==> config.mk <==
export PLATFORM = sky130hd
export DESIGN_NAME = brir_ram
export DESIGN_NICKNAME = d
export VERILOG_FILES = /design/src/design/assert_macros.svh /design/src/design/brir_ram.sv
export SDC_FILE = /design/constraint.sdc
export NUM_CORES = 1
export LEC_CHECK = 0
export BUFFER_PORTS_ARGS = -buffer_cell sky130_fd_sc_hd__buf_4
export CORE_MARGIN = 2
export CORE_UTILIZATION = 60
export DETAILED_ROUTE_END_ITERATION = 8
export PLACE_DENSITY = 0.84
export SLEW_MARGIN = 0
export SYNTH_ARGS = -nofsm -noshare
export SYNTH_HDL_FRONTEND = slang
export SYNTH_SLANG_ARGS = --single-unit
==> constraint.sdc <==
create_clock -name clock -period 2.3 [get_ports clock]
set_input_delay 0.345 -clock clock [delete_from_list [all_inputs] [get_ports clock]]
set_output_delay 0.345 -clock clock [all_outputs]
set_load 0.1 [all_outputs]
==> src/design/assert_macros.svh <==
// Assertion macros shared by the resize core RTL.
// Included by every file that carries concurrent assertions.
`ifndef ASSERT_MACROS_SVH
`define ASSERT_MACROS_SVH

// Property must hold at every clock edge outside reset.
`define ASSERT_PROP(label, clk, rst, prop, msg) \
   label: assert property (@(posedge clk) disable iff (rst) prop) \
      else $error(msg);

// Condition must never be seen at a clock edge outside reset.
`define ASSERT_NEVER(label, clk, rst, cond, msg) \
   label: assert property (@(posedge clk) disable iff (rst) !(cond)) \
      else $error(msg);

`endif

==> src/design/brir_ram.sv <==
// Generic simple dual-port RAM with registered read data.
// No dependencies; used for the four parity banks of the source store.
module brir_ram #(
   parameter int WIDTH = 8,
   parameter int DEPTH = 16
) (
   input  logic                                      clock,
   input  logic                                      wr_en,
   input  logic [((DEPTH > 1) ? $clog2(DEPTH) : 1)-1:0] wr_addr,
   input  logic [WIDTH-1:0]                          wr_data,
   input  logic                                      rd_en,
   input  logic [((DEPTH > 1) ? $clog2(DEPTH) : 1)-1:0] rd_addr,
   output logic [WIDTH-1:0]                          rd_data
);

   logic [WIDTH-1:0] mem_ff [DEPTH];
   logic [WIDTH-1:0] rd_data_ff;

   always_ff @(posedge clock) begin
      if (wr_en) begin
         mem_ff[wr_addr] <= wr_data;
      end
      if (rd_en) begin
         rd_data_ff <= mem_ff[rd_addr];
      end
   end

   assign rd_data = rd_data_ff;

endmodule

# Yosys cells after proc, flatten, opt, wreduce, memory -nomap -nowiden
# Memories as Yosys holds them, arrays and structs flattened. A register that Yosys moved wholly into a read port is not among the register bits.
# Index checks and enable logic that the tools add are counted.
# op_classes
addsub	0
mul	0
div_mod_pow	0
order_cmp	0
n_eq_ne	0
shifts	0
muxes	2
n_bitwise	0
reduce_logical	0
# ops
cell	count
$mux W1	2
# word_totals
reg_bits	0
latch_bits	0
mem_bits_rw	128
romBits	0
out_inout_bits	8
elab_cells	3
n_memories	1
# mem_list
memory	words	word_bits	rd	rd_ports_with_merged_regs	write_ports	line_no	source
mem_ff	16	8	1	1	1	brir_ram.sv:16	logic [WIDTH-1:0] mem_ff [DEPTH];

# Logic depth before layout (Yosys ltp)
# depth
ltp_word	2
mapped_depth	5
ltp_nobuf	3

# Least setup slack after synthesis
# OpenSTA, ideal clock, no wires.
# synth_timing
path_type	input-to-reg
startpoint	in wr_addr[2] (netlist bit)
endpoint	mem mem_ff[0][0] (enable)
arrival_time_ns	1.455
required_ns	1.917
setup_slack_ns	0.462
stages	2
path_buffers	0
path_cell_list	or3b_2 -> nor3_1
# synth_lines
item	line_no	source
start: declaration	brir_ram.sv:9	input logic [((DEPTH > 1) ? $clog2(DEPTH) : 1)-1:0] wr_addr,
end: declaration	brir_ram.sv:16	
# Straight into the memory's write port.

==> qor.csv <==
metric;value;unit
Net Count, Synth;248;
Max Slew Vio Count;0;
Final min period;1.58;ns
max_cap viols;0;
post-route ant nets;0;
DRT Pass-1 Iters;4;
Layout Nets;302;
Hold Crit Class;in2reg;
Crit Path Max Fanout;1;
PwrDens;892;mW/mm2
post-synth top area share;78.1;%
clock sinks;136;
wire per inst;25.1;um
yosys synthesis warning count;0;
Initial Util;60.8;%
fillers;493;
synthesized flop and latch total;136;
cts bufs inserted;17;
post-synthesis cell count;229;
ANT cells;0;
list of most frequent post-synthesis cells;edfxtp_1 (136), mux4_2 (18), a22oi_1 (16), mux4_1 (14), nor2_1 (13);
share of cells above drive strength 1;32.1;%
Initial DRC Count;297;
Critical-path top delay cell;mux4_1;
crit path kind;reg2reg;
f_max;635;MHz
clk_skew;0.00648;ns
DR vias/cell;6.27;
WP data arrival;1.83;ns
Avg Cell Area, Syn;22.8;um2
Post-synth EDFFs;136;
CP startpoint kind;flop;
Layout area overhead;17.4;%
Yosys top cell by area;edfxtp_1;
Site Rows;34;
CORE AREA;0.00859;mm2
placed wire-length estimate;6220;um
Min Hold Slack;0.119;ns
setup TNS;0;ns
total die area;0.00948;mm2
crit-path max cell delay;0.56;ns
Post-synth top flop;edfxtp_1;
H-tree Lvls;4;
Reg clk slew, reported paths;0.06;ns
grt total ovfl;0;
count leader, synth;edfxtp_1;
synthesized cell area;0.00523;mm2
worst skew pair latency;0.51;ns
Fin. Hold Viols;0;
Total GRT Usage;23.3;%
largest net degree at the start of global routing;33;
status;finished, final reports clean;
crit share post-route;68.5;%
Vias;2535;
final wirelength;10100;um
CTS Root Cell;clkbuf_8;
global-route wire length before repair;15400;um
async set-reset flop share out of synthesis;0;%
Post-CTS Resized;0;
CP Cell Sequence;mux4_1 -> a22oi_1 -> nand2_1;
DR DRC count;0;
slew margin rel.;56.7;%
die width;97.3;um
postcts setup bufs;0;
Synth area leaders;edfxtp_1 (78%), mux4_2 (7.8%), mux4_1 (7.0%);
Top Ports;27;
Worst-Margin Slew;0.648;ns
CP Capture Type;flop;
die height;97.3;um
IO Port Bufs;26;
unique cell type count in the Yosys netlist;18;
clock tree buffer depth;2;
Leakage;0.00207;uW
initial antenna violation count;0;
CTS tree;done;
number of global-route vias before repair;2569;
RSZ-0062 raised after global routing;no;
Peak VDD IR;0.000598;V
Hold-fix buffers, CTS;0;
number of endpoints failing setup at the final stage;0;
gp weighted congestion;0.741;
register area share after synthesis;78.1;%
CP Data Required Time;2.56;ns
layer usage:
| metal | global-route usage [%] | up-vias | part of all wire [%] |
|---|---|---|---|
| li1 | - | 1093 | - |
| met1 | 32.5 | 1276 | 39 |
| met2 | 35.4 | 143 | 51 |
| met3 | 7.05 | 23 | 7.7 |
| met4 | 9.72 | 0 | 2.1 |
| met5 | 0 | - | 0 |
kinds of logic (layout without fill, tap and decap cells):
group / count (synthesis) / in the layout / share of synthesized area (%)
AO/OA/AOI/OAI: 16 / 16 / 2.30
buffers and inverters: 10 / 77 / 1.65
flip-flops: 136 / 136 / 78.1
multiplexers: 32 / 32 / 14.8
AND/OR/NAND/NOR: 35 / 35 / 3.14
metrics by stage:
stage | power (uW) | instances | util, % | setup WS, ns | cell area (um2)
CTS | 5520 | 404 | 71.4 | 0.726 | 6140
global route | 5650 | 404 | 71.4 | 0.696 | 6140
global placement | 3200 | 372 | 65.3 | 0.385 | 5610
detailed placement | 3210 | 372 | 65.3 | 0.331 | 5610
finish | 5470 | 404 | 71.4 | 0.725 | 6140
floorplan | 3080 | 229 | - | 0.462 | 5230
power breakdown:
group          switching (uW)  total (uW)  internal, uW  leakage, uW
sequential               16.9        2810          2790      0.00124
clock                     993        2310          1320     0.000240
combinational             230         352           121     0.000596
final timing paths:
kind                                   start          to  slack (ns)  depth (start not counted)
worst min-delay path                   rd_en  rd_data[3]        0.12                          1
worst min register to register  mem_ff[8][2]  rd_data[2]        0.76                          3
worst max register to register  mem_ff[4][0]  rd_data[0]        0.72                          3
worst max-delay path            mem_ff[4][0]  rd_data[0]        0.72                          3
critical path: cells and delay by family (launching register included):
kind,cells,cell delay [ns]
AND/OR/NAND/NOR,1,0.10
flip-flops,1,0.39
multiplexers,1,0.56
AO/OA/AOI/OAI,1,0.28
flip-flops by register name, indices dropped and copies added (netlist names):
name	cells
mem_ff	128
rd_data	8
layout by cell type (no fill, tap or decap), drive strengths merged:
cell type | synthesis | layout
and2 | 1 | 1
nor2b | 1 | 1
mux4 | 32 | 32
nor3 | 4 | 4
nand2 | 9 | 9
or3b | 1 | 1
clkinvlp | 0 | 6
nor2 | 13 | 13
clkinv | 0 | 8
and2b | 1 | 1
inv | 0 | 1
a22oi | 16 | 16
clkbuf | 0 | 17
nand3 | 1 | 1
nand3b | 2 | 2
edfxtp | 136 | 136
buf | 7 | 45
nand2b | 2 | 2
layout make-up:
type	count	area, um2	share of cell area (%)
Sequential cell	136	4080	66.6
Multi-Input combinational cell	83	1060	17.2
Clock buffer	17	414	6.75
Timing Repair Buffer	45	338	5.51
Tap cell	108	135	2.20
Clock inverter	15	108	1.75
(Power assumes the default switching activity.)
