--- src/design/assert_macros.svh ---
// Assertion macros shared by the resize core RTL.
// Included by every file that carries concurrent assertions.
`ifndef ASSERT_MACROS_SVH
`define ASSERT_MACROS_SVH

// Property must hold at every clock edge outside reset.
`define ASSERT_PROP(label, clk, rst, prop, msg) \
   label: assert property (@(posedge clk) disable iff (rst) prop) \
      else $error(msg);

// Condition must never be seen at a clock edge outside reset.
`define ASSERT_NEVER(label, clk, rst, cond, msg) \
   label: assert property (@(posedge clk) disable iff (rst) !(cond)) \
      else $error(msg);

`endif

--- src/design/brir_pkg.sv ---
// Shared types and constants for the bilinear resize core.
// No dependencies; imported by brir_coord, brir_interp and bilinear_image_resize_core.
package brir_pkg;

   localparam int CSR_INDEX_W = 3;
   localparam int CSR_DATA_W  = 24;

   localparam logic [CSR_INDEX_W-1:0] CSR_SOURCE_WIDTH  = 3'd0;
   localparam logic [CSR_INDEX_W-1:0] CSR_SOURCE_HEIGHT = 3'd1;
   localparam logic [CSR_INDEX_W-1:0] CSR_STEP_X        = 3'd2;
   localparam logic [CSR_INDEX_W-1:0] CSR_STEP_Y        = 3'd3;
   localparam logic [CSR_INDEX_W-1:0] CSR_CHANNELS      = 3'd4;

   localparam logic [8:0]  RST_SOURCE_WIDTH  = 9'd256;
   localparam logic [8:0]  RST_SOURCE_HEIGHT = 9'd256;
   localparam logic [23:0] RST_STEP          = 24'd65280;
   localparam logic [1:0]  RST_CHANNELS      = 2'd1;

   localparam logic CMD_LOAD    = 1'b0;
   localparam logic CMD_COMPUTE = 1'b1;

   typedef struct packed {
      logic       command;
      logic [7:0] row;
      logic [7:0] col;
      logic [1:0] channel;
      logic [7:0] pixel_in;
   } brir_req_type;

   typedef struct packed {
      logic       chan_ok;
      logic [7:0] row;
      logic [7:0] col;
      logic [1:0] channel;
   } brir_tag_type;

endpackage

--- src/design/brir_interp.sv ---
// Blend stages: horizontal weighting of both neighbor rows, then vertical weighting.
// Depends on brir_pkg.
module brir_interp import brir_pkg::*; (
   input  logic         clock,
   input  logic         reset,
   input  logic         en,
   input  logic         in_valid,
   input  brir_tag_type in_tag,
   input  logic [15:0]  in_fx,
   input  logic [15:0]  in_fy,
   input  logic [7:0]   in_p00,
   input  logic [7:0]   in_p01,
   input  logic [7:0]   in_p10,
   input  logic [7:0]   in_p11,
   output logic         out_valid,
   output brir_tag_type out_tag,
   output logic [7:0]   out_pixel
);

   logic [16:0]  gx;
   logic [24:0]  h0_in;
   logic [24:0]  h1_in;

   logic         p5_valid_ff;
   brir_tag_type p5_tag_ff;
   logic [15:0]  p5_fy_ff;
   logic [24:0]  p5_h0_ff;
   logic [24:0]  p5_h1_ff;

   logic [16:0]  gy;
   logic [40:0]  acc;
   logic [7:0]   pix_in;

   logic         p6_valid_ff;
   brir_tag_type p6_tag_ff;
   logic [7:0]   p6_pix_ff;

   assign gx    = 17'h10000 - {1'b0, in_fx};
   assign h0_in = {8'd0, gx} * {17'd0, in_p00} + {9'd0, in_fx} * {17'd0, in_p01};
   assign h1_in = {8'd0, gx} * {17'd0, in_p10} + {9'd0, in_fx} * {17'd0, in_p11};

   assign gy     = 17'h10000 - {1'b0, p5_fy_ff};
   assign acc    = {24'd0, gy} * {16'd0, p5_h0_ff} + {25'd0, p5_fy_ff} * {16'd0, p5_h1_ff};
   assign pix_in = p5_tag_ff.chan_ok ? acc[39:32] : 8'd0;

   always_ff @(posedge clock) begin
      if (reset) begin
         p5_valid_ff <= 1'b0;
         p6_valid_ff <= 1'b0;
      end else if (en) begin
         p5_valid_ff <= in_valid;
         p6_valid_ff <= p5_valid_ff;
      end
   end

   always_ff @(posedge clock) begin
      if (en) begin
         p5_tag_ff <= in_tag;
         p5_fy_ff  <= in_fy;
         p5_h0_ff  <= h0_in;
         p5_h1_ff  <= h1_in;
         p6_tag_ff <= p5_tag_ff;
         p6_pix_ff <= pix_in;
      end
   end

   assign out_valid = p6_valid_ff;
   assign out_tag   = p6_tag_ff;
   assign out_pixel = p6_pix_ff;

endmodule

--- config.mk ---
export PLATFORM = sky130hd
export DESIGN_NAME = brir_interp
export DESIGN_NICKNAME = d
export VERILOG_FILES = /design/src/design/assert_macros.svh /design/src/design/brir_pkg.sv /design/src/design/brir_interp.sv
export SDC_FILE = /design/constraint.sdc
export NUM_CORES = 2
export LEC_CHECK = 0
export BUFFER_PORTS_ARGS = -buffer_cell sky130_fd_sc_hd__buf_2
export CORE_AREA = 2 2 395 397
export DETAILED_ROUTE_END_ITERATION = 8
export DIE_AREA = 0 0 397 399
export GPL_ROUTABILITY_DRIVEN = 1
export GPL_TIMING_DRIVEN = 1
export PLACE_DENSITY = 0.48
export SYNTH_ARGS = -nofsm -noshare
export SYNTH_HDL_FRONTEND = slang
export SYNTH_SLANG_ARGS = --single-unit
--- constraint.sdc ---
create_clock -name clock -period 12.6 [get_ports clock]
set_input_delay 2.52 -clock clock [delete_from_list [all_inputs] [get_ports clock]]
set_output_delay 2.52 -clock clock [all_outputs]
set_load 0.02 [all_outputs]
# Word level (Yosys, flattened, before mapping)
# Index checks and enable logic that the tools add are counted.
# totals
mem_count	0
rom_bits	0
out_inout_bits	28
ram_bits	0
in_bits	87
ff_bits	114
word_cells	25
latch_bits	0
# classes
n_reduce_logical	0
n_mul	6
n_eq_ne	0
bitwise	0
magnitude_cmp	0
shift	0
add_sub_neg	5
div	0
mux	0
# ops
op	n
25-bit by 24-bit adder with 25-bit output	2
17-bit by 8-bit multiplier with 25-bit output	2
16-bit by 8-bit multiplier with 24-bit output	2
40-bit adder	1
16-bit by 25-bit multiplier with 40-bit output	1
17-bit by 25-bit multiplier with 40-bit output	1
17-bit by 16-bit subtractor with 17-bit output (first input constant)	2

# Logic depth before layout (Yosys ltp)
# depth
word_depth	3
ltp_mapped	35
ltp_nobuf	32

# Worst setup path before layout
# No wires, ideal clock.
# synth_timing
path_kind	input to register
start	input in_fx[4]
end	register p5_h1_ff[22] (data pin)
stages	25
path_slack_ps	2864
path_buffers	2
t_arrival_ps	9465
required_time_ps	12328
setup_ps	272
cell_sequence	buf_2 or4_4 nor4_2 and2b_1 nand2_1 xor2_1 clkbuf_1 nand2_1 fa_1 inv_1 fa_1 inv_1 fa_1 fa_1 fa_1 inv_1 fa_1 ha_1 o21a_1 a21oi_1 a31oi_1 o41a_1 a31oi_4 nor3_1 or4b_1
# synth_via
elab_chain_cells	3
elab_cells_between_ends	4
# synth_rtl
element	line	source
start: declaration	brir_interp.sv:9	input logic [15:0] in_fx,
17-bit by 16-bit subtractor with 17-bit output	brir_interp.sv:38	assign gx = 17'h10000 - {1'b0, in_fx};
17-bit by 8-bit multiplier with 25-bit output	brir_interp.sv:40	assign h1_in = {8'd0, gx} * {17'd0, in_p10} + {9'd0, in_fx} * {17'd0, in_p11};
25-bit by 24-bit adder with 25-bit output *	brir_interp.sv:40	
via h1_in[22]	brir_interp.sv:22	logic [24:0] h1_in;
end signal: assignment	brir_interp.sv:61	p5_h1_ff <= h1_in;
end: declaration	brir_interp.sv:28	logic [24:0] p5_h1_ff;
# The timed path passes the listed nets; every way through them passes the cells marked *.
# A chain may end at the register's enable or synchronous reset.

# Worst setup path after layout
# layout_timing
start	register p5_fy_ff[1]
end	register p6_pix_ff[2], in the netlist out_pixel[2] (data pin)
# layout_via
elab_chain_cells	3
elab_cells_between_ends	4
# layout_rtl
element	line	source
start: declaration	brir_interp.sv:26	logic [15:0] p5_fy_ff;
start signal: assignment	brir_interp.sv:59	p5_fy_ff <= in_fy;
17-bit by 16-bit subtractor with 17-bit output	brir_interp.sv:42	assign gy = 17'h10000 - {1'b0, p5_fy_ff};
17-bit by 25-bit multiplier with 40-bit output	brir_interp.sv:43	assign acc = {24'd0, gy} * {16'd0, p5_h0_ff} + {25'd0, p5_fy_ff} * {16'd0, p5_h1_ff};
40-bit adder *	brir_interp.sv:43	
end signal: assignment	brir_interp.sv:63	p6_pix_ff <= pix_in;
end: declaration	brir_interp.sv:36	logic [7:0] p6_pix_ff;
# Every way passes the cells marked *; elsewhere a longest branch is shown, timed or not.

==> results.md <==
- CTS root buf: clkbuf_16
- Async SR Flop Fraction: 0%
- Setup Fix Bufs, Post-CTS: 0
- Worst reg-to-reg setup slack: between 1500 and 2000 ps
- RR Startpoint: p5_fy_ff[1]$_DFFE_PP_
- Layout cell share with drive strength beyond 1: under 10%
- Worst Skew: 17.74 ps
- Die Ht: about 400 um
- WL/cell: between 15 and 20 um
- Final wirelength: 127200 um
- Global-route wire length before repair: 204400 um
- Worst relative slew slack: between 7 and 8%
- Tot GR Track Use: between 10% and 20%
- Post-synthesis compound-gate area fraction: 2.281%
- Worst-Margin Slew: 1366 ps
- Clk Latency, worst-skew pair: 530 ps
- Largest family of logic cells by synthesized area: adder cells
- Slowest CP cell: nor4_1
- Commonest cells after routing, fill and taps aside: inv_1, fa_1, nand2_1
- DP Wirelength: 103100 um
- Post-CTS Resized: 0
- Worst hold path type: register to register
- Global route total overflow: 0
- Post-CTS Hold Fix Bufs: 0
- Post-route insts no fill: 6889
- Worst Path Required: 12860 ps
- Mean Syn Cell Area: 9.446 um^2
- Initial core utilization: 29.91%
- Max H-tree Level: 4
- Setup TNS: 0 ps
- Critical path data arrival time: around 11000 ps
- Sequential area share after synthesis: 7.403%
- Vias in the first global route: 34.99k
- Total number of vias: 31.02k
- Initial antenna violation count: 7
- Post-Synth XOR/XNOR Area: 1.638%
- DR DRC count: 0
- Port buffer count: 114
- Max Cap Violations: 0
- Num CTS Buffers: 17
- Hold Crit Start: p5_tag_ff[3]$_DFFE_PP_
- Cells after synthesis: just under 5k
- Growth of design area from synthesis to finish: 7.338%
- RSZ-0062 raised after global routing: no
- NumNets Final: 6425
- GPL Wtd Cong: 0.8388
- Core Box Area: 153700 um^2
- Count of different cell masters after synthesis: 66
- FP Rows: 144
- Sink Count: roughly 110
- Critical Path Max Stage Delay: between 800 and 900 ps
- Placed cells: 6856
- Run status: finished clean
- Fin crit share: 84.23%
- Simple-Gate Fraction of Synth Area: 16.50%
- Tmin final: 10610 ps
- Post-layout util: around 32%
- Worst r2r path cells: 25
- Final Setup Violations: 0
- Most common cell after layout, fill and taps aside: inv_1
- Clock Tree Buf Depth: 2
- Full die area: ~160000 um^2
- Crit path top cell by count: fa_1
- Post-Syn Nets: 6461
- Final ANT Viol Nets: 0
- CP Capture Type: register
- Crit Path Max Fanout: 27
- Fmax: 0.09423 GHz
- Num ports: 115
- Top_reg_cell synth: edfxtp_1
- DRT Pass-1 Iters: 5
- R2r endpoint: out_pixel[2]$_SDFFCE_PN0P_
- Vias/cell: 4.502
- Post-synth EDFFs: about 110
- Worst Hold Endpoint: out_tag[3]$_DFFE_PP_
- Synth Register Bits: 114
- Final hold vios: 0
- Clk pin slew, worst setup/hold paths: around 70 ps
- CTS tree: built
- Mux share of post-synthesis cell area: 0.06532%
- Critical Path Start Type: register
- Die X: 397 um
- Ys Warns: 0
- Max-slew violation count: 0
- Setup Crit Path Kind: register to register
- Hold depth: 0
- Adder-Cell Fraction of Synth Area: roughly three fifths
- Post-synthesis instance area: 45970 um^2
- DRT iter0 DRCs: around 1.4k
- Largest net degree at the start of global routing: 67
[how the worst max path moves through the flow]
stage / start / endpoint / cells past startpoint
2_1_floorplan: in_fx[4] / p5_h1_ff[22]$_DFFE_PP_ / 25
3_3_place_gp: in_fx[0] / p5_h1_ff[22]$_DFFE_PP_ / 26
3_5_place_dp: in_fx[0] / p5_h1_ff[22]$_DFFE_PP_ / 26
4_1_cts: p5_fy_ff[1]$_DFFE_PP_ / out_pixel[2]$_SDFFCE_PN0P_ / 25
5_1_grt: p5_fy_ff[1]$_DFFE_PP_ / out_pixel[3]$_SDFFCE_PN0P_ / 25
6_report: p5_fy_ff[1]$_DFFE_PP_ / out_pixel[2]$_SDFFCE_PN0P_ / 25
[sequential cells by signal, indices dropped and copies added (netlist names)]
signal and flops:
out_pixel 8, out_tag 19, out_valid 1, p5_fy_ff 16, p5_h0_ff 25, p5_h1_ff 25, p5_tag_ff 19, p5_valid_ff 1
[critical path, delay by kind of cell, from the launching register on]
family                   cells  cell delay, ps
buffers and inverters        5             610
AND/OR/NAND/NOR              7            2660
AO/OA/AOI/OAI                3            1710
XOR/XNOR                     1             190
flip-flops                   1             830
adder cells (fa/ha/maj)      9            4290
[stage by stage]
step                      hold slack, ps  area (um^2)  worst slack (ps)
after CTS                          398.6        49340              2184
after detailed placement           405.4        48710              2103
after global routing               407.1        49340              1452
after floorplan                    400.3        45970              2864
final                              407.0        49350              1988
after global placement             400.3        48710              2171
[per-layer routing]
layer | global-route usage (%) | share of wire [%]
met2 | 30.82 | 52
met3 | 1.576 | 2.9
met1 | 21.27 | 42
met4 | 5.099 | 2.8
met5 | 0 | 0
[logic make-up after synthesis]
family / Yosys count
and+or+nand+nor: 1521
adders and majority gates: 1507
buffers and inverters: 1480
AOI/OAI and AO/OA: 156
DFF: 114
xor gates and xnor gates: 86
muxes: 3
[synth_stat cells, types with 4 or more instances]
library cell | number | area [um^2]
nor2b_1 | 6 | 37.54
xnor2_1 | 61 | 534.3
nand4_1 | 4 | 25.02
o21ai_0 | 29 | 145.1
xor2_1 | 25 | 219.0
nand3_1 | 12 | 60.06
ha_1 | 345 | 4317
buf_2 | 10 | 50.05
fa_1 | 1162 | 23260
and3_1 | 21 | 131.4
or3_1 | 7 | 43.79
nor2_1 | 45 | 168.9
clkbuf_1 | 199 | 747.0
nor4_1 | 8 | 50.05
edfxtp_1 | 112 | 3363
o211ai_1 | 6 | 45.04
nand2_1 | 743 | 2789
or4_1 | 4 | 30.03
buf_1 | 13 | 48.80
a21oi_1 | 41 | 205.2
inv_1 | 1257 | 4718
o21bai_1 | 7 | 52.55
a21o_1 | 18 | 135.1
nor3_1 | 17 | 85.08
a211oi_1 | 10 | 75.07
nand3b_1 | 5 | 37.54
and2_1 | 625 | 3910
o21a_1 | 12 | 90.09
nand2b_1 | 7 | 43.79
o311ai_0 | 4 | 35.03
[cell type report]
type / instances / area, um^2
Sequential cell: 114 / 3403
Antenna cell: 1 / 2.502
Clock buffer: 18 / 429.2
Fill cell: 16190 / 104300
Timing Repair Buffer: 168 / 982.2
Tap cell: 2044 / 2557
Multi-Input combinational cell: 3273 / 37050
Inverter: 1257 / 4718
Clock inverter: 14 / 202.7
Power is not shown: default switching activity piles up to over one toggle a cycle in this logic, so the estimate is an artifact.
