## src/design/assert_macros.svh

```systemverilog
// Assertion macros shared by the resize core RTL.
// Included by every file that carries concurrent assertions.
`ifndef ASSERT_MACROS_SVH
`define ASSERT_MACROS_SVH

// Property must hold at every clock edge outside reset.
`define ASSERT_PROP(label, clk, rst, prop, msg) \
   label: assert property (@(posedge clk) disable iff (rst) prop) \
      else $error(msg);

// Condition must never be seen at a clock edge outside reset.
`define ASSERT_NEVER(label, clk, rst, cond, msg) \
   label: assert property (@(posedge clk) disable iff (rst) !(cond)) \
      else $error(msg);

`endif

```

## src/design/brir_pkg.sv

```systemverilog
// Shared types and constants for the bilinear resize core.
// No dependencies; imported by brir_coord, brir_interp and bilinear_image_resize_core.
package brir_pkg;

   localparam int CSR_INDEX_W = 3;
   localparam int CSR_DATA_W  = 24;

   localparam logic [CSR_INDEX_W-1:0] CSR_SOURCE_WIDTH  = 3'd0;
   localparam logic [CSR_INDEX_W-1:0] CSR_SOURCE_HEIGHT = 3'd1;
   localparam logic [CSR_INDEX_W-1:0] CSR_STEP_X        = 3'd2;
   localparam logic [CSR_INDEX_W-1:0] CSR_STEP_Y        = 3'd3;
   localparam logic [CSR_INDEX_W-1:0] CSR_CHANNELS      = 3'd4;

   localparam logic [8:0]  RST_SOURCE_WIDTH  = 9'd256;
   localparam logic [8:0]  RST_SOURCE_HEIGHT = 9'd256;
   localparam logic [23:0] RST_STEP          = 24'd65280;
   localparam logic [1:0]  RST_CHANNELS      = 2'd1;

   localparam logic CMD_LOAD    = 1'b0;
   localparam logic CMD_COMPUTE = 1'b1;

   typedef struct packed {
      logic       command;
      logic [7:0] row;
      logic [7:0] col;
      logic [1:0] channel;
      logic [7:0] pixel_in;
   } brir_req_type;

   typedef struct packed {
      logic       chan_ok;
      logic [7:0] row;
      logic [7:0] col;
      logic [1:0] channel;
   } brir_tag_type;

endpackage

```

## src/design/brir_coord.sv

```systemverilog
// Coordinate stages: input register, step multiply, integer clamp and range check.
// Depends on brir_pkg and assert_macros.svh.
`include "assert_macros.svh"
module brir_coord import brir_pkg::*; #(
   parameter int XW = 8,
   parameter int YW = 8
) (
   input  logic          clock,
   input  logic          reset,
   input  logic          en,
   input  logic          in_valid,
   input  brir_req_type  in_req,
   input  logic [23:0]   step_x,
   input  logic [23:0]   step_y,
   input  logic [XW-1:0] wm1,
   input  logic [YW-1:0] hm1,
   input  logic [2:0]    nch,
   output logic          out_valid,
   output brir_req_type  out_req,
   output logic          out_chan_ok,
   output logic          out_load_ok,
   output logic [XW-1:0] out_x0,
   output logic [XW-1:0] out_x1,
   output logic [YW-1:0] out_y0,
   output logic [YW-1:0] out_y1,
   output logic [15:0]   out_fx,
   output logic [15:0]   out_fy
);

   logic         p1_valid_ff;
   brir_req_type p1_req_ff;

   logic         p2_valid_ff;
   brir_req_type p2_req_ff;
   logic         p2_chan_ok_ff;
   logic [31:0]  p2_sx_ff;
   logic [31:0]  p2_sy_ff;
   logic [31:0]  p2_sx_in;
   logic [31:0]  p2_sy_in;
   logic         p2_chan_ok_in;

   logic          p3_valid_ff;
   brir_req_type  p3_req_ff;
   logic          p3_chan_ok_ff;
   logic          p3_load_ok_ff;
   logic [XW-1:0] p3_x0_ff;
   logic [XW-1:0] p3_x1_ff;
   logic [YW-1:0] p3_y0_ff;
   logic [YW-1:0] p3_y1_ff;
   logic [15:0]   p3_fx_ff;
   logic [15:0]   p3_fy_ff;

   logic [15:0]   ix;
   logic [15:0]   iy;
   logic [XW-1:0] x0c;
   logic [XW-1:0] x1c;
   logic [YW-1:0] y0c;
   logic [YW-1:0] y1c;
   logic [XW-1:0] p3_x0_in;
   logic [XW-1:0] p3_x1_in;
   logic [YW-1:0] p3_y0_in;
   logic [YW-1:0] p3_y1_in;
   logic          p3_load_ok_in;

   assign p2_sx_in      = {24'd0, p1_req_ff.col} * {8'd0, step_x};
   assign p2_sy_in      = {24'd0, p1_req_ff.row} * {8'd0, step_y};
   assign p2_chan_ok_in = ({1'b0, p1_req_ff.channel} < nch);

   assign ix  = p2_sx_ff[31:16];
   assign iy  = p2_sy_ff[31:16];
   assign x0c = (ix >= 16'(wm1)) ? wm1 : ix[XW-1:0];
   assign y0c = (iy >= 16'(hm1)) ? hm1 : iy[YW-1:0];
   assign x1c = (x0c == wm1) ? x0c : x0c + XW'(1);
   assign y1c = (y0c == hm1) ? y0c : y0c + YW'(1);

   always_comb begin
      if (p2_req_ff.command == CMD_LOAD) begin
         p3_x0_in = XW'(p2_req_ff.col);
         p3_x1_in = XW'(p2_req_ff.col);
         p3_y0_in = YW'(p2_req_ff.row);
         p3_y1_in = YW'(p2_req_ff.row);
      end else begin
         p3_x0_in = x0c;
         p3_x1_in = x1c;
         p3_y0_in = y0c;
         p3_y1_in = y1c;
      end
      p3_load_ok_in = (p2_req_ff.command == CMD_LOAD)
                   && (16'(p2_req_ff.col) <= 16'(wm1))
                   && (16'(p2_req_ff.row) <= 16'(hm1))
                   && p2_chan_ok_ff;
   end

   always_ff @(posedge clock) begin
      if (reset) begin
         p1_valid_ff <= 1'b0;
         p2_valid_ff <= 1'b0;
         p3_valid_ff <= 1'b0;
      end else if (en) begin
         p1_valid_ff <= in_valid;
         p2_valid_ff <= p1_valid_ff;
         p3_valid_ff <= p2_valid_ff;
      end
   end

   always_ff @(posedge clock) begin
      if (en) begin
         p1_req_ff     <= in_req;
         p2_req_ff     <= p1_req_ff;
         p2_chan_ok_ff <= p2_chan_ok_in;
         p2_sx_ff      <= p2_sx_in;
         p2_sy_ff      <= p2_sy_in;
         p3_req_ff     <= p2_req_ff;
         p3_chan_ok_ff <= p2_chan_ok_ff;
         p3_load_ok_ff <= p3_load_ok_in;
         p3_x0_ff      <= p3_x0_in;
         p3_x1_ff      <= p3_x1_in;
         p3_y0_ff      <= p3_y0_in;
         p3_y1_ff      <= p3_y1_in;
         p3_fx_ff      <= p2_sx_ff[15:0];
         p3_fy_ff      <= p2_sy_ff[15:0];
      end
   end

   assign out_valid   = p3_valid_ff;
   assign out_req     = p3_req_ff;
   assign out_chan_ok = p3_chan_ok_ff;
   assign out_load_ok = p3_load_ok_ff;
   assign out_x0      = p3_x0_ff;
   assign out_x1      = p3_x1_ff;
   assign out_y0      = p3_y0_ff;
   assign out_y1      = p3_y1_ff;
   assign out_fx      = p3_fx_ff;
   assign out_fy      = p3_fy_ff;

   `ASSERT_PROP(a_neighbors_in_image, clock, reset, (p3_valid_ff && p3_req_ff.command == CMD_COMPUTE) |-> (p3_x1_ff <= wm1 && p3_y1_ff <= hm1 && (p3_x1_ff == p3_x0_ff || p3_x1_ff == p3_x0_ff + XW'(1))), "neighbor column or row outside clamped image")

endmodule

```

## config.mk

```make
export PLATFORM = sky130hd
export DESIGN_NAME = brir_coord
export DESIGN_NICKNAME = d
export VERILOG_FILES = /design/src/design/brir_pkg.sv /design/src/design/brir_coord.sv
export VERILOG_INCLUDE_DIRS = /design/src /design/src/design
export SDC_FILE = /design/constraint.sdc
export NUM_CORES = 1
export LEC_CHECK = 0
export ABC_CLOCK_PERIOD_IN_PS = 7500
export BUFFER_PORTS_ARGS = -buffer_cell sky130_fd_sc_hd__buf_2
export CAP_MARGIN = 20
export CORE_AREA = 2 2 157 221
export CTS_CLUSTER_DIAMETER = 200
export DETAILED_ROUTE_END_ITERATION = 10
export DIE_AREA = 0 0 159 223
export GPL_ROUTABILITY_DRIVEN = 0
export HOLD_SLACK_MARGIN = 0.1
export PLACE_DENSITY_LB_ADDON = 0.15
export SYNTH_ARGS = -nofsm -noshare
export SYNTH_HDL_FRONTEND = slang
export SYNTH_SLANG_ARGS = --single-unit
export TNS_END_PERCENT = 20
```

## constraint.sdc

```tcl
create_clock -name clock -period 7.5 [get_ports clock]
set_clock_uncertainty 0.15 [all_clocks]
set_input_delay 1.5 -clock clock [delete_from_list [all_inputs] [get_ports clock]]
set_output_delay 1.5 -clock clock [all_outputs]
set_load 0.005 [all_outputs]
```

---- Word level (Yosys, flattened, before mapping) ----
Index checks and enable logic that the tools add are counted.
operators by class
  multiply operators ...................... 2
  equal/unequal tests ..................... 2
  order comparisons ....................... 5
  add/sub/neg operators ................... 2
  muxes and demuxes ....................... 8
  reductions and logical operators ........ 3
  bitwise operators ....................... 1
operators by type and width
  kind                                                            count
  8-bit by 24-bit multiplier with 32-bit output                   2
  8-bit 2-to-1 mux                                                8
  16-bit by 8-bit >= comparator with 1-bit output                 2
  8-bit by 1-bit adder with 8-bit output (second input constant)  2
  8-bit equality test                                             2
  8-bit <= comparator                                             2
  1-bit logical AND                                               3
  2-bit by 3-bit less-than comparator with 1-bit output           1
  1-bit inverter                                                  1
word-level totals
  register bits after elaboration ......... 215
  input bits .............................. 98
  logic and storage cells ................. 52

---- Longest topological paths before layout ----
  depth in word-level cells ............... 5
  mapped depth ............................ 21
  depth with buffers taken out ............ 19

---- Worst setup path after synthesis ----
Ideal clock, no wire load.
  path kind ............................... input-to-reg
  start point ............................. input port step_x[7]
  end point ............................... register p2_sx_ff[30] (data pin)
  data arrival time ....................... 5.569 ns
  required time ........................... 7.088 ns
  path slack .............................. 1.519 ns
  cell stages on the path ................. 17
  library setup time ...................... 0.262 ns
  cell sequence ........................... and2_1 -> fa_1 -> fa_1 -> fa_1 -> inv_1 -> fa_1 -> inv_1 -> ha_1 -> and2_1 -> nor4_1 -> a211oi_1 -> o2111ai_1 -> a311oi_1 -> nor2_1 -> a21oi_1 -> a211oi_1 -> xnor2_1
between the ends
  longest elaborated chain between the ends .. 1
RTL lines
  element                                        RTL line           source
  start, declared                                brir_coord.sv:13   input logic [23:0] step_x,
  8-bit by 24-bit multiplier with 32-bit output  brir_coord.sv:65   assign p2_sx_in = {24'd0, p1_req_ff.col} * {8'd0, step_x};
  via p2_sx_in[30]                               brir_coord.sv:38   logic [31:0] p2_sx_in;
  end signal, assigned                           brir_coord.sv:111  p2_sx_ff <= p2_sx_in;
  end, declared                                  brir_coord.sv:36   logic [31:0] p2_sx_ff;
The timed path passes the listed nets, and every way through them passes these cells.
A chain may end at the register's enable or synchronous reset.

---- Final worst setup path ----
  start point ............................. input port step_y[6]
  end point ............................... register p2_sy_ff[30] (data pin)
between the ends
  longest elaborated chain between the ends .. 1
RTL lines
  element                                        RTL line           source
  start, declared                                brir_coord.sv:14   input logic [23:0] step_y,
  8-bit by 24-bit multiplier with 32-bit output  brir_coord.sv:66   assign p2_sy_in = {24'd0, p1_req_ff.row} * {8'd0, step_y};
  via p2_sy_in[30]                               brir_coord.sv:39   logic [31:0] p2_sy_in;
  end signal, assigned                           brir_coord.sv:112  p2_sy_ff <= p2_sy_in;
  end, declared                                  brir_coord.sv:37   logic [31:0] p2_sy_ff;
The timed path passes the listed nets, and every way through them passes these cells.

==> results by group <==
Status
  – Status: completed

Timing
  – Slew HR: 37.5%
  – WHS: between 200 and 300 ps
  – Fmax: around 160 MHz
  – RSZ-0062 raised after global routing: false
  – PnR worst setup slack: 1350 ps
  – Tcrit/Tclk final: between 80% and 90%
  – Setup Viol. Count Final: 0
  – Final Max Tran Viols: 0
  – Slew @ Worst Pin: ~940 ps
  – Final Hold Fails: 0
  – Tmin final: ~6000 ps
  – Total negative setup slack: 0 ps

Clocking
  – TritonCTS clock tree: yes
  – CTS buffer count: 23
  – Post-CTS Hold Buffers: 0
  – Worst-skew pair later-pin latency: 520 ps
  – H-tree depth: 1
  – Clock Root Buffer: clkbuf_16
  – Clock tree buffer depth: 3
  – Setup bufs post-CTS: 0
  – Gates resized, CTS repair: 0
  – Clock transition at path regs: ~70 ps
  – Clock sink count: approximately 220

Worst hold path
  – Worst hold path depth: 0
  – Worst hold path class: reg2reg
  – Hold endpoint: out_fy[3]
  – Hold_sp: p2_sy_ff[3]

Layout
  – FF+latch area: around 6400 µm²
  – Area growth syn-to-layout: 11.3%
  – Area occupied by multi-input gates: between 10,000 and 15,000 µm²
  – Share of cells above drive strength 1: between 10% and 20%
  – Most frequent cells in the layout: and2_1, inv_1, fa_1
  – Fin util: between 60% and 70%
  – Post-layout nets: roughly 2,400
  – Commonest non-fill, non-tap cell in the layout: and2_1
  – Filler instances: 2,681

Setup path
  – Critical Path Fanout Max: 8
  – Crit Path Category: in2reg
  – Arrival time worst endpoint: between 6000 and 7000 ps
  – Reg2reg start: p1_req_ff[12]
  – Reg-to-reg slack, setup: 1520 ps
  – Reg-to-Reg End: p2_sx_ff[24]
  – Crit path capture type: register
  – R2R depth: 17
  – Required time worst endpoint: ~7600 ps
  – CP Launch Type: input port

Logic synthesis
  – Post-synthesis sequential area ratio: between 30 and 40%
  – Flops & latches, synth: 215
  – Dominant synthesized flop cell: edfxtp_1
  – Avg Inst Size Synth: about 11 µm²
  – Synth Cell Area: just under 20,000 µm²
  – Post-synth EDFFs: about 210
  – Post-synthesis cell count: between 1,500 and 2,000
  – Post-synth ARST share: 0%
  – Syn. warnings: 0
  – Yosys cell types: 65
  – Syn Nets: around 2,300

Global route
  – Antenna violations before repair: 5
  – GRT Util Overall: 25.8%
  – Vias in the first global route: around 14,000
  – Grt total ovfl: 0
  – First-pass GRT wire length: 72,600 µm
  – Largest net degree at the start of global routing: 122

Power and ir drop
  – LEAKAGE: slightly above 10 nW
  – Max IR drop VDD: 0.000191 V
  – Total power: about 7.9 mW
  – Cell Pwr Density: 358 nW/µm²

Floorplan
  – Die W: between 150 and 200 µm
  – Initial Util: approximately three fifths
  – Die ar.: roughly 35,000 µm²
  – I/O Pins: 192
  – Core Area: approximately 34,000 µm²
  – Die Y: around 220 µm
  – Site row count: 80

Detailed routing
  – DR vias: approximately 13,000
  – Via density: 5.48
  – DR pass1 iterations: 5
  – Post-detailed-route count of antenna-violating nets: 0
  – Detailed-route wire length: about 44,000 µm
  – DR DRC count: 0
  – Initial drt markers: ~690
  – Post-DR wirelength/cell: 18.4 µm

Placement
  – Final HPWL DP: approximately 36,000 µm
  – IO Port Bufs: 191
  – Pre-CTS setup slack: between 800 and 900 ps

Flow run
  – Reported max-cap violation count: 0
worst max-delay path, cell delays in order:
cell and delay (ps):
buf_2 150, and2_1 190, fa_1 510, fa_1 510, fa_1 490, inv_1 50, fa_1 470, inv_1 40
ha_1 340, a21o_1 200, a21oi_1 220, o21ai_1 180, a21oi_1 370, o21ai_0 270, o21ai_1 360, o211ai_1 150
a21oi_1 190, xnor2_1 80
per-layer routing:
| layer | up-vias | share of wire, % | track usage, % |
|---|---|---|---|
| li1 | 6100 | - | - |
| met1 | 6646 | 37 | 28.9 |
| met2 | 354 | 55 | 49.1 |
| met3 | 115 | 4.1 | 3.09 |
| met4 | 8 | 4.2 | 10.8 |
| met5 | - | 0.097 | 0 |
stage by stage:
| stage | cells | area, µm² |
|---|---|---|
| finish | 2413 | 22100 |
| global route | 2413 | 22100 |
| CTS | 2412 | 22100 |
| detailed placement | 2370 | 21200 |
| global placement | 2370 | 21200 |
| floorplan | 1768 | 19800 |
Yosys cell counts (3+ instances only):
cell type  instances  area, µm²
nand4_1            7       43.8
mux2_2            17        191
a211oi_1          10       75.1
nor4_1             5       31.3
edfxtp_1         212       6370
and3_1             5       31.3
nor3_1            14       70.1
buf_6              3       33.8
xor2_1            21        184
nor2_1            43        161
o21bai_1           6       45.0
a31oi_1            5       31.3
a21o_1            27        203
xnor2_1           48        420
a21oi_1           64        320
mux2i_1           17        170
clkbuf_1          41        154
ha_1             139       1740
and2_1           299       1870
a31o_2             3       26.3
o21a_1             9       67.6
inv_1            271       1020
o211ai_1           6       45.0
o21ai_1            4       20.0
nor2b_1            6       37.5
dfxtp_1            3       60.1
nand3_1           21        105
fa_1             264       5290
nand2_1          117        439
o21ai_0           25        125
nand2b_1          13       81.3
where the power goes:
part | leakage, nW | total, mW | internal [mW] | switching [mW]
combinational | 7.67 | 4.56 | 2.02 | 2.54
sequential | 2.10 | 2.05 | 1.86 | 0.191
clock | 0.416 | 1.27 | 0.794 | 0.481
how the worst max path moves through the flow:
stage,end,startpoint,cells past startpoint
3_3_place_gp,p2_sx_ff[30],step_x[7],18
4_1_cts,p2_sx_ff[30],step_x[7],18
3_5_place_dp,p2_sx_ff[30],step_x[7],18
5_1_grt,p2_sx_ff[30],step_x[7],18
6_report,p2_sy_ff[30],step_y[6],18
2_1_floorplan,p2_sx_ff[30],step_x[7],17
kinds of logic after synthesis:
family / share of synthesized area (%)
buffers and inverters: 6.10
and+or+nand+nor: 15.0
adders and majority gates: 35.4
muxes: 1.82
xor gates and xnor gates: 3.05
AOI/OAI and AO/OA: 6.21
DFF: 32.4
flip-flops by register name, indices dropped and copies added, names as in the netlist, 8 cells and up:
signal,cells
p2_sy_ff,32
p2_sx_ff,32
out_fx,16
p1_req_ff,27
out_y0,8
out_fy,16
out_x1,8
out_x0,8
out_req,27
out_y1,8
p2_req_ff,27
layout make-up:
class / instances / share of cell area, %
Sequential cell: 215 / 29.1
Timing Repair Buffer: 196 / 4.55
Inverter: 271 / 4.61
Clock inverter: 15 / 1.09
Tap cell: 451 / 2.56
Clock buffer: 27 / 2.77
Multi-Input combinational cell: 1237 / 55.3
Antenna cell: 1 / 0.0113
Note: power is estimated with default switching activity, not from simulation.
